===== config.mk =====
export PLATFORM = sky130hd
export DESIGN_NAME = bzs_lerp
export DESIGN_NICKNAME = d
export VERILOG_FILES = /design/src/hw/rtl/bzs_pkg.sv /design/src/hw/rtl/bzs_lerp.sv
export SDC_FILE = /design/constraint.sdc
export NUM_CORES = 1
export LEC_CHECK = 0
export CORE_MARGIN = 2
export CORE_UTILIZATION = 35
export DETAILED_ROUTE_END_ITERATION = 10
export DONT_BUFFER_PORTS = 1
export PLACE_DENSITY = 0.61
export REMOVE_ABC_BUFFERS = 1
export SLEW_MARGIN = 25
export SYNTH_ARGS = -nofsm -noshare
export SYNTH_HDL_FRONTEND = slang
export SYNTH_SLANG_ARGS = --single-unit

===== constraint.sdc =====
create_clock -name i_clk -period 6.3 [get_ports i_clk]
set_input_delay 0.63 -clock i_clk [delete_from_list [all_inputs] [get_ports i_clk]]
set_output_delay 0.63 -clock i_clk [all_outputs]
set_load 0.03 [all_outputs]

===== src/hw/rtl/bzs_pkg.sv =====
`default_nettype none

package bzs_pkg;

    localparam int COORD_W    = 16;
    localparam int NUM_STAGES = 7;

    // pipeline stage positions
    localparam int ST_IN     = 0;
    localparam int ST_L1_MUL = 1;
    localparam int ST_L1_SUM = 2;
    localparam int ST_L2_MUL = 3;
    localparam int ST_L2_SUM = 4;
    localparam int ST_L3_MUL = 5;
    localparam int ST_OUT    = 6;

    typedef logic [COORD_W-1:0] t_coord;

    typedef struct packed {
        logic [NUM_STAGES-1:0] en;
        logic [NUM_STAGES-1:0] vld;
    } t_pipe_ctl;

endpackage

`default_nettype wire


===== src/hw/rtl/bzs_lerp.sv =====
`default_nettype none

module bzs_lerp #(
    parameter int FRAC_BITS = 15
) (
    input  wire                       i_clk,
    input  wire                       i_en_mul,
    input  wire                       i_en_sum,
    input  wire bzs_pkg::t_coord      i_a,
    input  wire bzs_pkg::t_coord      i_b,
    input  wire [FRAC_BITS:0]         i_t,
    input  wire [FRAC_BITS:0]         i_omt,
    output bzs_pkg::t_coord           o_q
);

    localparam int TW = FRAC_BITS + 1;
    localparam int PW = bzs_pkg::COORD_W + TW;
    localparam int SW = PW + 1;
    localparam logic [SW-1:0] HALF = {{(SW-1){1'b0}}, 1'b1} << (FRAC_BITS - 1);

    logic [PW-1:0]   r_pa;
    logic [PW-1:0]   r_pb;
    logic [SW-1:0]   n_sum;
    bzs_pkg::t_coord r_q;

    // a*(1-t) and b*t side by side
    always_ff @(posedge i_clk) begin
        if (i_en_mul) begin
            r_pa <= PW'(i_a) * PW'(i_omt);
            r_pb <= PW'(i_b) * PW'(i_t);
        end
    end

    // round to nearest, halves up
    assign n_sum = SW'(r_pa) + SW'(r_pb) + HALF;

    always_ff @(posedge i_clk) begin
        if (i_en_sum) begin
            r_q <= n_sum[FRAC_BITS +: bzs_pkg::COORD_W];
        end
    end

    assign o_q = r_q;

endmodule

`default_nettype wire


==> results of run 1 <==
[cell families after synthesis]
kind of cell / after synthesis / share of synthesized area [%]
AO/OA/AOI/OAI: 214 / 6.82
XOR/XNOR: 79 / 3.36
adder cells (fa/ha/maj): 643 / 53.2
buffers and inverters: 537 / 9.80
flip-flops: 78 / 11.4
AND/OR/NAND/NOR: 653 / 15.4
[cell type report]
cell class                 instances  area (µm²)  share of cell area [%]
multi-input combinational       1589       16200                    75.0
timing repair buffer               8        60.1                   0.278
tap                              765         957                    4.43
clock buffer                      10         229                    1.06
inverter                         468        1760                    8.13
clock inverter                     5        51.3                   0.237
sequential                        78        2340                    10.8
[state kept, by name, indices dropped and copies added, names as in the netlist]
| signal | count |
|---|---|
| r_pb | 31 |
| r_pa | 31 |
| o_q | 16 |
[metal layers]
layer	vias up	global-route usage (%)	share of wire (%)
met2	292	29.8	51
met1	7493	22.2	43
met5	-	0	0
li1	6698	-	-
met3	66	2.65	4.8
met4	0	3.12	1.7
[synthesized netlist by cell type, drive strengths merged (2+ instances only)]
library cell / count / area [µm²]
ha: 257 / 3220
o211ai: 7 / 52.6
a41oi: 3 / 26.3
a211o: 3 / 26.3
clkbuf: 69 / 259
a21boi: 2 / 15.0
o31ai: 8 / 70.1
a21oi: 67 / 335
nor3: 9 / 45.0
or3: 3 / 23.8
and2: 235 / 1470
nand2: 317 / 1190
fa: 386 / 7730
a311oi: 3 / 38.8
o21a: 15 / 113
nand2b: 6 / 37.5
inv: 468 / 1760
a211oi: 14 / 110
xor2: 20 / 175
o21ai: 39 / 195
and3: 12 / 75.1
nand4: 6 / 37.5
edfxtp: 78 / 2340
o221ai: 2 / 17.5
xnor2: 59 / 517
nor2: 39 / 146
a31oi: 8 / 50.1
a21o: 18 / 135
a221oi: 2 / 17.5
o21bai: 11 / 82.6
and4: 3 / 26.3
nor2b: 5 / 31.3
a2111oi: 3 / 26.3
nand3: 16 / 80.1
[through the flow]
step | util [%] | cells | worst slack, ns | area (µm²) | hold slack [ns]
detailed placement | 36.8 | 2908 | 0.0119 | 21300 | 0.684
finish | 37.3 | 2923 | 0.266 | 21600 | 0.400
floorplan | - | 2135 | 0.378 | 20300 | 0.615
global route | 37.3 | 2923 | 0.106 | 21600 | 0.376
CTS | 37.3 | 2923 | 0.387 | 21600 | 0.386
global placement | 36.8 | 2908 | 0.124 | 21300 | 0.697
[worst max-delay path, stage by stage]
cell and delay, ns:
and2_1 0.16, fa_1 0.55, inv_1 0.06, fa_1 0.46, fa_1 0.53, inv_1 0.06, fa_1 0.48, fa_1 0.49
inv_1 0.05, fa_1 0.47, inv_1 0.04, ha_1 0.36, a21oi_1 0.20, o21ai_0 0.14, a311o_1 0.38, o21ai_1 0.31
o21ai_0 0.27, a211oi_1 0.35, xnor2_1 0.12
[cell usage in the layout, fill, tap and decap left out, drive strengths merged, types with 2 or more instances in the layout]
cell type / instances
a2111oi: 3
a211o: 3
a211oi: 14
a21boi: 2
a21o: 18
a21oi: 67
a221oi: 2
a311oi: 3
a31oi: 8
a41oi: 3
and2: 235
and3: 12
and4: 3
buf: 8
clkbuf: 10
clkinv: 3
edfxtp: 78
fa: 386
ha: 257
inv: 468
nand2: 317
nand2b: 6
nand3: 16
nand4: 6
nor2: 39
nor2b: 5
nor3: 9
o211ai: 7
o21a: 15
o21ai: 39
o21bai: 11
o221ai: 2
o31ai: 8
or3: 3
xnor2: 59
xor2: 20
[path summary, 6_finish.rpt]
path	cells after the start	start	to	slack [ns]
max reg2reg	9	r_pa[12]	o_q[8]	2.85
min reg2reg	2	r_pb[30]	o_q[15]	0.70
min	0	i_en_sum	o_q[14]	0.40
max	19	i_a[9]	r_pa[30]	0.27
==> impl_metrics.py, run 1 <==
metrics = {
    "outcome": {
        "status": "complete, no violations",
    },
    "cts": {
        "clk_latency_ns": 0.34,
        "cts_resized": 0,
        "cts_sinks": 78,
        "postCtsSetupRepairBufs": 0,
        "clk_path_buf_depth": 2,
        "root_buffer": "clkbuf_16",
        "hold_buffers": 0,
        "cts_buffers": 9,
        "clkTransAtPathRegs_ns": 0.06,
        "htreeDepth": 3,
        "cts_tree": "yes",
    },
    "drt": {
        "drt_pre_antenna_iters": 5,
        "first_iter_violations": 703,
        "via_per_inst": 4.98,
        "drc": 0,
        "vias": 14500,
        "ant_nets": 0,
        "wl_um": 48300,
        "wire_per_inst_um": 16.5,
    },
    "setup_path": {
        "end_kind": "flop",
        "cp.arrival_ns": 6.12,
        "cp.required_ns": 6.38,
        "critPathLaunchType": "input port",
        "path_class": "in2reg",
        "cp_max_fo": 16,
    },
    "die": {
        "dieArea_um2": 60700,
        "die_h_um": 246,
        "design.core.area_um2": 57900,
        "die_w_um": 246,
        "fp-row-count": 88,
        "start_util_pct": 35.5,
        "io_pins": 83,
    },
    "placement": {
        "place_congestion": 0.843,
        "io_buffer_count": 0,
        "dpl.hpwl_um": 39800,
    },
    "sta": {
        "fin_tns_setup_ns": 0,
        "finClkSkew_ns": 0.00384,
        "max_slew_margin_pct": 61.3,
        "grt_setup_unrepaired": "false",
        "fin_crit_ns": 6.03,
        "tightest_slew_ns": 0.576,
        "hold_violations": 0,
        "timing.fmax_mhz": 166,
        "min_period_over_period_pct": 95.8,
        "maxSlewViolCount": 0,
        "finalSetupViolations": 0,
    },
    "cells_and_area": {
        "num-nets-final": 2864,
        "antenna_cells": 0,
        "area_growth_pct": 5.05,
        "drive_above_1_share_pct": 1.39,
        "fillers": 5872,
    },
    "global_route": {
        "grt_max_degree": 63,
        "grtUsageTotal_pct": 17.0,
        "antenna_found_initial": 1,
        "grt_pass1_vias": 16200,
        "grt_pass1_wl_um": 82900,
        "grt.overflow.total": 0,
    },
    "synthesis": {
        "synth_flop_cell": "edfxtp_1",
        "synth_edf_count": 78,
        "seq_area_frac_synth_pct": 11.4,
        "synth-seq-cells": 78,
        "ys_warn_count": 0,
        "synthCells": 2204,
        "async_flop_share_pct": 0,
        "avgSynthCellArea_um2": 9.33,
        "syn_area_um2": 20600,
        "synth.distinct_cells": 50,
    },
    "run": {
        "maxCapViolCount": 0,
    },
    "worst_hold_path": {
        "hold_class": "in2reg",
    },
}
Power of run 1 is left out: the tool's default activity adds up to more than one toggle a clock period on the data nets, which glitch-free logic cannot reach.
==> run 2, diff against run 1 <==
--- a/config.mk
+++ b/config.mk
@@ -9,7 +9,6 @@
 export CORE_UTILIZATION = 35
 export DETAILED_ROUTE_END_ITERATION = 10
 export DONT_BUFFER_PORTS = 1
-export PLACE_DENSITY = 0.61
 export REMOVE_ABC_BUFFERS = 1
 export SLEW_MARGIN = 25
 export SYNTH_ARGS = -nofsm -noshare
==> run 2 against run 1 <==
Net effect: maximum frequency grew 2.8%; core utilization is essentially flat; non-clock buffer count grew 1; via count grew 0.38%; first-iteration DRC count grew 11%; register-to-register slack is essentially flat; die area is the same; sequential share of layout area is essentially flat; routed wire length shrank 1.5%; final cell count is essentially flat; clock skew grew 0.0020 ns; largest cell class unchanged.
==> impl_metrics.py, run 2 (synthesis gave the netlist of run 1 again) <==
metrics = {
    "cells_and_area": {
        "num-nets-final": 2865,
        "drive_above_1_share_pct": 1.57,
        "fin_cells": 2925,
        "fillers": 5823,
        "antenna_cells": 0,
        "mostFrequentLayoutCells": "inv_1, fa_1, nand2_1",
        "area_growth_pct": 5.13,
        "final_common_cell": "inv_1",
    },
    "sta": {
        "min_period_over_period_pct": 93.2,
        "fin_crit_ns": 5.87,
        "max_slew_margin_pct": 57.3,
        "fin_tns_setup_ns": 0,
        "finClkSkew_ns": 0.00582,
        "hold_violations": 0,
        "grt_setup_unrepaired": "false",
        "tightest_slew_ns": 0.635,
        "finalSetupViolations": 0,
        "timing.fmax_mhz": 170,
        "maxSlewViolCount": 0,
    },
    "cts": {
        "htreeDepth": 3,
        "postCtsSetupRepairBufs": 0,
        "cts_resized": 0,
        "hold_buffers": 0,
        "cts_buffers": 9,
        "clk_path_buf_depth": 2,
        "root_buffer": "clkbuf_16",
        "clk_latency_ns": 0.34,
        "cts_sinks": 78,
        "cts_tree": "yes",
        "clkTransAtPathRegs_ns": 0.06,
    },
    "placement": {
        "dpl.hpwl_um": 39400,
        "io_buffer_count": 0,
        "dp_cells": 2909,
        "place_congestion": 0.839,
    },
    "drt": {
        "vias": 14600,
        "ant_nets": 0,
        "first_iter_violations": 777,
        "wire_per_inst_um": 16.3,
        "drc": 0,
        "via_per_inst": 4.99,
        "wl_um": 47500,
        "drt_pre_antenna_iters": 5,
    },
    "global_route": {
        "grt_pass1_vias": 15900,
        "grt_pass1_wl_um": 80100,
        "grtUsageTotal_pct": 16.5,
        "grt.overflow.total": 0,
        "grt_max_degree": 63,
        "antenna_found_initial": 2,
    },
    "die": {
        "design.core.area_um2": 57900,
        "die_w_um": 246,
        "die_h_um": 246,
        "io_pins": 83,
        "start_util_pct": 35.5,
        "fp-row-count": 88,
        "dieArea_um2": 60700,
    },
    "worst_hold_path": {
        "hold_class": "in2reg",
    },
    "setup_path": {
        "crit_buf_inv": 4,
        "path_class": "in2reg",
        "cp_slowest_stage_delay_ns": 0.53,
        "path_cells": "and2_1, fa_1, inv_1, fa_1, inv_1, fa_1, fa_1, fa_1, inv_1, fa_1, inv_1, ha_1, a21o_1, o21a_1, a311o_1, o21ai_1, o21ai_0, a211oi_1, xnor2_1",
        "cp_max_fo": 16,
        "crit_family": "adder cells",
        "end_kind": "flop",
        "cp_common_cell": "fa_1",
        "cp_slowest_cell": "fa_1",
        "cp.required_ns": 6.39,
        "critPathLaunchType": "input port",
        "cp.arrival_ns": 5.96,
    },
    "outcome": {
        "status": "complete, no violations",
    },
    "run": {
        "maxCapViolCount": 0,
    },
}
==> run 2: through the flow <==
step	cell area (µm²)	utilization, %	hold WS (ns)	setup slack [ns]
after floorplan	20300	-	0.615	0.378
after global placement	21300	36.8	0.695	0.0684
after detailed placement	21300	36.8	0.674	0.0823
after CTS	21600	37.3	0.389	0.443
after global routing	21600	37.3	0.376	0.142
final	21600	37.3	0.393	0.428
==> run 2: per-layer routing <==
layer | vias up | global-route usage (%) | wire (µm)
li1 | 6694 | - | -
met1 | 7506 | 21.5 | 20200
met2 | 331 | 28.6 | 24000
met3 | 73 | 2.49 | 2310
met4 | 0 | 4.06 | 1000
met5 | - | 0 | 0
==> run 2: cell type report <==
cell class / instances / area, µm² / share of cell area (%)
well taps: 765 / 957 / 4.43
clock inverters: 7 / 65.1 / 0.301
flip-flops and latches: 78 / 2340 / 10.8
clock buffers: 9 / 225 / 1.04
repair buffers: 9 / 67.6 / 0.312
multi-input cells: 1589 / 16200 / 75.0
inverters: 468 / 1760 / 8.12
==> run 2: final timing paths <==
path              slack (ns)        to  cells past startpoint      from
hold / removal          0.39   o_q[15]                      0  i_en_sum
setup / recovery        0.43  r_pa[26]                     19   i_a[12]
hold reg to reg         0.71   o_q[15]                      2  r_pb[30]
setup reg to reg        2.86    o_q[8]                      9  r_pb[12]
Power of run 2 is left out for the same reason.
