--- src/hw/rtl/bzs_pkg.sv ---
`default_nettype none

package bzs_pkg;

    localparam int COORD_W    = 16;
    localparam int NUM_STAGES = 7;

    // pipeline stage positions
    localparam int ST_IN     = 0;
    localparam int ST_L1_MUL = 1;
    localparam int ST_L1_SUM = 2;
    localparam int ST_L2_MUL = 3;
    localparam int ST_L2_SUM = 4;
    localparam int ST_L3_MUL = 5;
    localparam int ST_OUT    = 6;

    typedef logic [COORD_W-1:0] t_coord;

    typedef struct packed {
        logic [NUM_STAGES-1:0] en;
        logic [NUM_STAGES-1:0] vld;
    } t_pipe_ctl;

endpackage

`default_nettype wire

--- src/hw/rtl/bzs_pipe_ctrl.sv ---
`default_nettype none

module bzs_pipe_ctrl (
    input  wire                 i_clk,
    input  wire                 i_rst_n,
    input  wire                 i_valid,
    input  wire                 i_stall,
    output logic                o_stall,
    output bzs_pkg::t_pipe_ctl  o_ctl
);

    localparam int NS = bzs_pkg::NUM_STAGES;

    logic [NS-1:0] r_vld;
    logic [NS-1:0] n_vld;
    logic [NS-1:0] en;

    // a stage may load when it is empty or its contents move on
    always_comb begin
        en[NS-1] = !r_vld[NS-1] || !i_stall;
        for (int k = NS - 2; k >= 0; k--) begin
            en[k] = !r_vld[k] || en[k+1];
        end
    end

    always_comb begin
        n_vld = r_vld;
        if (en[0]) begin
            n_vld[0] = i_valid;
        end
        for (int k = 1; k < NS; k++) begin
            if (en[k]) begin
                n_vld[k] = r_vld[k-1];
            end
        end
    end

    always_ff @(posedge i_clk) begin
        if (!i_rst_n) begin
            r_vld <= '0;
        end else begin
            r_vld <= n_vld;
        end
    end

    assign o_stall   = !en[0];
    assign o_ctl.en  = en;
    assign o_ctl.vld = r_vld;

`ifndef NO_ASSERTIONS
    a_accept_lands: assert property (@(posedge i_clk) disable iff (!i_rst_n)
        (i_valid && !o_stall) |=> r_vld[0])
        else $error("accepted transaction did not enter first stage");

    a_hold_last: assert property (@(posedge i_clk) disable iff (!i_rst_n)
        (r_vld[NS-1] && i_stall) |=> r_vld[NS-1])
        else $error("stalled result dropped");

    a_full_stalls: assert property (@(posedge i_clk) disable iff (!i_rst_n)
        ((&r_vld) && i_stall) |-> o_stall)
        else $error("full pipeline accepted a transaction under stall");

    a_advance: assert property (@(posedge i_clk) disable iff (!i_rst_n)
        (r_vld[0] && en[1]) |=> r_vld[1])
        else $error("transaction lost between first stages");
`endif

endmodule

`default_nettype wire

--- config.mk ---
export PLATFORM = sky130hd
export DESIGN_NAME = bzs_pipe_ctrl
export DESIGN_NICKNAME = d
export VERILOG_FILES = /design/src/hw/rtl/bzs_pkg.sv /design/src/hw/rtl/bzs_pipe_ctrl.sv
export SDC_FILE = /design/constraint.sdc
export NUM_CORES = 1
export LEC_CHECK = 0
export BUFFER_PORTS_ARGS = -buffer_cell sky130_fd_sc_hd__buf_2
export CORE_AREA = 2 2 39 41
export DETAILED_ROUTE_END_ITERATION = 8
export DIE_AREA = 0 0 41 43
export PLACE_DENSITY = 0.46
export RECOVER_POWER = 25
export SLEW_MARGIN = 10
export SYNTH_ARGS = -nofsm -noshare
export SYNTH_HDL_FRONTEND = slang
export SYNTH_SLANG_ARGS = --single-unit
export TNS_END_PERCENT = 100
--- constraint.sdc ---
create_clock -name i_clk -period 2.15 [get_ports i_clk]
set_input_delay 0.43 -clock i_clk [delete_from_list [all_inputs] [get_ports i_clk]]
set_output_delay 0.43 -clock i_clk [all_outputs]
set_load 0.01 [all_outputs]
==> results of run 1 <==
==> cells in the final DEF (no fill, tap or decap), drive strengths merged <==
cell type and instances:
nor2b 1, nand3 1, a21oi 1, dfxtp 7, inv 7, and3 1, nand2 2, buf 18
a21boi 3, clkbuf 4, o21a 3, nor3 1, nand4 2, nor2 1
==> stage by stage <==
step                      instance area [µm²]  std cells
after floorplan                           282         30
after global placement                    392         64
after detailed placement                  392         64
after CTS                                 418         68
after global routing                      413         68
final                                     413         68
==> power by group through the flow <==
stage	registers [µW]	clock network, µW	logic [µW]
final	135	123	13.2
after floorplan	139	0	4.32
after CTS	135	131	13.7
after detailed placement	138	0	13.6
after global routing	135	137	14.7
after global placement	138	0	13.5
==> cells by family (layout without fill, tap and decap cells) <==
kind of cell,Yosys count,in the layout,share of synthesized area [%]
AOI/OAI and AO/OA,7,7,17.8
buffers and inverters,7,29,10.2
DFF,7,7,49.8
and+or+nand+nor,9,9,22.2
==> metal layers <==
| layer | up-vias | GRT usage [%] | wire [µm] |
|---|---|---|---|
| met3 | 2 | 3.14 | 70 |
| met4 | 0 | 14.0 | 14 |
| met2 | 13 | 8.75 | 258 |
| li1 | 143 | - | - |
| met1 | 115 | 11.4 | 287 |
| met5 | - | 0 | 0 |
==> layout make-up <==
class	instances	area (µm²)	area share, %
flip-flops and latches	7	140	33.9
well taps	16	20.0	4.85
clock buffers	4	26.3	6.36
multi-input cells	16	108	26.1
inverters	7	28.8	6.97
repair buffers	18	90.1	21.8
==> final timing paths <==
check / start / to / slack (ns) / cells past startpoint
worst min-delay path: i_valid / r_vld[0] / 0.39 / 2
worst max-delay path: r_vld[6] / o_ctl[7] / 0.40 / 5
worst min register to register: r_vld[1] / r_vld[2] / 0.47 / 2
worst max register to register: r_vld[6] / r_vld[0] / 1.08 / 4
==> critical path: cells and delay by family, from the launching register on <==
family                 cells  cell delay, ns
AND/OR/NAND/NOR            2            0.47
buffers and inverters      3            0.25
flip-flops                 1            0.35
==> summary.md, run 1 <==
| Metric | Value |
|---|---|
| Final design utilization | `29.8%` |
| Final period util | `81.6%` |
| Post-synth top area cell | `dfxtp_1` |
| Sink Count | `7` |
| Clock latency at the later pin of the worst-skew pair | `0.25 ns` |
| DRT antenna net count | `0` |
| IO buf count | `18` |
| Combinational fraction of design power | `4.9%` |
| CTS tree | `yes` |
| Netlist cell types | `14` |
| Setup Skew | `0.00295 ns` |
| Prevailing post-synth register cell | `dfxtp_1` |
| Initial Utilization | `20.3%` |
| Final wirelength | `631 µm` |
| CTS Buffer Depth | `2` |
| Place WS | `0.553 ns` |
| Switching pwr | `60.8 µW` |
| Worst path max stage delay | `0.35 ns` |
| Top reg by flops | `r_vld` |
| Post-detail-place hpwl | `472 µm` |
| Die X | `41 µm` |
| F_max | `0.570 GHz` |
| Slew at the pin closest to its max-slew limit | `0.233 ns` |
| Iter 0 DRT Violations | `2` |
| Worst path slowest cell | `dfxtp_1` |
| CTS Buf Count | `3` |
| Final net count | `57` |
| Core area | `0.00138 mm²` |
| Mapped cell area | `282 µm²` |
| Post-CTS Resized | `0` |
| DR WL/cell | `9.28 µm` |
| Num rows | `14` |
| Worst EP arrival | `1.32 ns` |
| Vias in the first global route | `226` |
| Required time of the worst setup path | `1.72 ns` |
| Die outline height | `43 µm` |
| First-pass GRT wire length | `938 µm` |
| Slew HR | `84.5%` |
| Post-CTS setup buffers | `0` |
| Hold_ws | `0.386 ns` |
| Largest net degree at the start of global routing | `8` |
| Area Overhead vs Synth | `46.7%` |
| Kind of critical path | `reg2out` |
| CP endpoint kind | `output port` |
| Crit-path cells | `and3_1 > inv_4 > nor3_4 > inv_1 > buf_2` |
| Yosys top cell area share | `49.8%` |
| Internal | `210 µW` |
| Unrepaired setup endpoints after global routing | `false` |
| Io pins | `19` |
| CTS hold repair buffers | `0` |
| Syn_nets | `34` |
| Avg Cell Area, Syn | `9.38 µm²` |
| Largest cells by area after synthesis | `dfxtp_1 (50%), inv_1 (8.0%), o21a_1 (8.0%)` |
| Leak pwr | `0.000186 µW` |
| Largest register FFs | `7` |
| Worst-path fanout max | `5` |
| Yosys reg bits | `7` |
| Final Power | `271 µW` |
| Clock power frac | `45.3%` |
| Crit start category | `register` |
| Worst setup margin | `0.395 ns` |
| # DRC | `0` |
| GR Overflow Total | `0` |
| Final setup fails | `0` |
| Max Cap Viol | `0` |
| Most frequent cell after synthesis | `dfxtp_1` |
| Hold Violations, Final | `0` |
| Largest regs | `r_vld x7` |
| DR vias | `273` |
| EDFF count, synth | `0` |
| Die ar. | `0.00176 mm²` |
| Initial antenna violation count | `0` |
| Status | `finished clean` |
| Syn Inst Count | `30` |
| DRT Pass-1 Iters | `2` |
| Minimum clock period | `1.75 ns` |
| Final max-slew violation count | `0` |
| Ys async rst share | `0%` |
| Number of fill cells | `158` |
| GR Util All Layers | `9.08%` |
| TNS Setup | `0 ns` |
| ANT cells | `0` |
| Switching Fraction | `22.4%` |
| Worst-path clk slew | `0.05 ns` |
| Yosys warns | `0` |
| Vias per inst | `4.01` |
| CTS H-Tree Depth | `1` |
| Hold crit path type | `in2reg` |
| Register share of total power | `49.8%` |
| Clock root cell | `clkbuf_4` |
| Layout cell share with drive strength beyond 1 | `44.2%` |
| Global placer's final weighted congestion | `0.583` |
| Power Density | `657 mW/mm²` |
| Max VDD drop | `0.221 mV` |
| Seq/Total Area, Yosys | `49.8%` |
| Synth cell count leaders | `dfxtp_1 (7), inv_1 (6), o21a_1 (3)` |
Note: power is estimated with default switching activity, not from simulation.
==> inputs of run 2 (changes only) <==
- clock period: 2.15 -> 1.7 ns (I/O delays scaled with it)
==> run 2 against run 1 <==
Compared with the run above:
- worst setup slack got worse by 0.28 ns
- via count fell by 3.7%
- total power rose by 23%
- clock skew down 0.00099 ns
- critical path depth unchanged
- clock power up 19%
- non-clock buffer count stayed put
- largest power group unchanged
- critical path type unchanged
- sequential cell count unchanged
- die area unchanged
- count of clock-buffer cells in the layout is the same
==> summary.md, run 2 (synthesis gave the netlist of run 1 again) <==
| Metric | Value |
|---|---|
| Initial Utilization | `20.3%` |
| CTS Buffer Depth | `2` |
| IO buf count | `18` |
| Worst path max stage delay | `0.36 ns` |
| Worst path slowest cell | `dfxtp_1` |
| Clock root cell | `clkbuf_4` |
| Vias per inst | `3.87` |
| Die outline height | `43 µm` |
| Final net count | `57` |
| Top reg by flops | `r_vld` |
| Hold Violations, Final | `0` |
| Leak pwr | `0.000184 µW` |
| Required time of the worst setup path | `1.36 ns` |
| Crit-path cells | `and3_4 > inv_4 > nor3_4 > inv_1 > buf_2` |
| CTS H-Tree Depth | `1` |
| CP endpoint kind | `output port` |
| Final instance area | `418 µm²` |
| Final period util | `93.3%` |
| Sink Count | `7` |
| Placed Area | `392 µm²` |
| CTS hold repair buffers | `0` |
| Slew at the pin closest to its max-slew limit | `0.175 ns` |
| Max Cap Viol | `0` |
| Core area | `0.00138 mm²` |
| Largest regs | `r_vld x7` |
| Largest net degree at the start of global routing | `8` |
| DR vias | `263` |
| Status | `finished clean` |
| Slew HR | `88.3%` |
| Layout cell share with drive strength beyond 1 | `46.2%` |
| Place WS | `0.276 ns` |
| Initial antenna violation count | `0` |
| Setup Skew | `0.00196 ns` |
| Area Overhead vs Synth | `48.4%` |
| Unrepaired setup endpoints after global routing | `false` |
| TNS Setup | `0 ns` |
| # DRC | `0` |
| Hold crit path type | `in2reg` |
| GR Overflow Total | `0` |
| CTS tree | `yes` |
| GR Util All Layers | `7.85%` |
| Largest register FFs | `7` |
| Final wirelength | `633 µm` |
| Most frequent cells in the layout | `buf_2 (18), dfxtp_1 (7), inv_1 (6)` |
| Final setup fails | `0` |
| Die X | `41 µm` |
| CTS Buf Count | `3` |
| Final max-slew violation count | `0` |
| DR WL/cell | `9.31 µm` |
| ANT cells | `0` |
| Max VDD drop | `0.281 mV` |
| Global placer's final weighted congestion | `0.618` |
| Worst setup margin | `0.113 ns` |
| Post-detail-place hpwl | `498 µm` |
| Post-CTS Resized | `0` |
| Number of fill cells | `166` |
| DRT antenna net count | `0` |
| Crit start category | `register` |
| Clock latency at the later pin of the worst-skew pair | `0.24 ns` |
| Worst-path fanout max | `5` |
| Post-CTS setup buffers | `0` |
| Power Density | `799 mW/mm²` |
| Kind of critical path | `reg2out` |
| Io pins | `19` |
| Leading cell type in the layout, fill and taps excluded | `buf_2` |
| Num rows | `14` |
| Minimum clock period | `1.59 ns` |
| First-pass GRT wire length | `883 µm` |
| Worst EP arrival | `1.25 ns` |
| Vias in the first global route | `234` |
| Worst-path clk slew | `0.05 ns` |
| Iter 0 DRT Violations | `5` |
| F_max | `0.630 GHz` |
| Die ar. | `0.00176 mm²` |
| DRT Pass-1 Iters | `3` |
## run 2: cell types whose count changed in the layout (fill, tap and decap cells not counted)
| cell | delta |
|---|---|
| and3_1 | -1 |
| and3_4 | +1 |
## run 2: path summary, 6_finish.rpt
| check | from | to | slack, ns | depth (start not counted) |
|---|---|---|---|---|
| hold / removal | i_valid | r_vld[0] | 0.30 | 2 |
| setup reg to reg | r_vld[6] | r_vld[0] | 0.71 | 4 |
| hold reg to reg | r_vld[1] | r_vld[2] | 0.46 | 2 |
| setup / recovery | r_vld[6] | o_ctl[7] | 0.11 | 5 |
## run 2: routing by layer
metal,track usage (%),vias to the layer above,routed length (µm)
li1,-,141,-
met1,9.71,107,292
met2,9.38,13,254
met3,3.14,2,77
met4,8.00,0,9
met5,0,-,0
## run 2: layout make-up
type | instances | area, µm² | share of cell area [%]
clock buffers | 4 | 26.3 | 6.29
inverters | 7 | 28.8 | 6.89
multi-input cells | 16 | 113 | 26.9
flip-flops and latches | 7 | 140 | 33.5
well taps | 16 | 20.0 | 4.79
repair buffers | 18 | 90.1 | 21.6
## run 2: worst max-delay path, delay by kind of cell, from the launching register on
family | cells | cell delay [ns]
AND/OR/NAND/NOR | 2 | 0.41
flip-flops | 1 | 0.36
buffers and inverters | 3 | 0.23
## run 2: where the power goes
| part | total, µW | internal, µW | switching, µW |
|---|---|---|---|
| logic | 16.9 | 8.37 | 8.50 |
| clock network | 146 | 89.3 | 56.4 |
| registers | 171 | 168 | 3.19 |
## run 2: per-stage QoR
stage | utilization, % | power [µW] | hold WS [ns] | instances
final | 30.2 | 334 | 0.302 | 68
after global routing | 30.2 | 349 | 0.321 | 68
after floorplan | - | 182 | 0.458 | 30
after global placement | 28.3 | 192 | 0.454 | 64
after detailed placement | 28.3 | 192 | 0.457 | 64
after CTS | 30.2 | 343 | 0.293 | 68
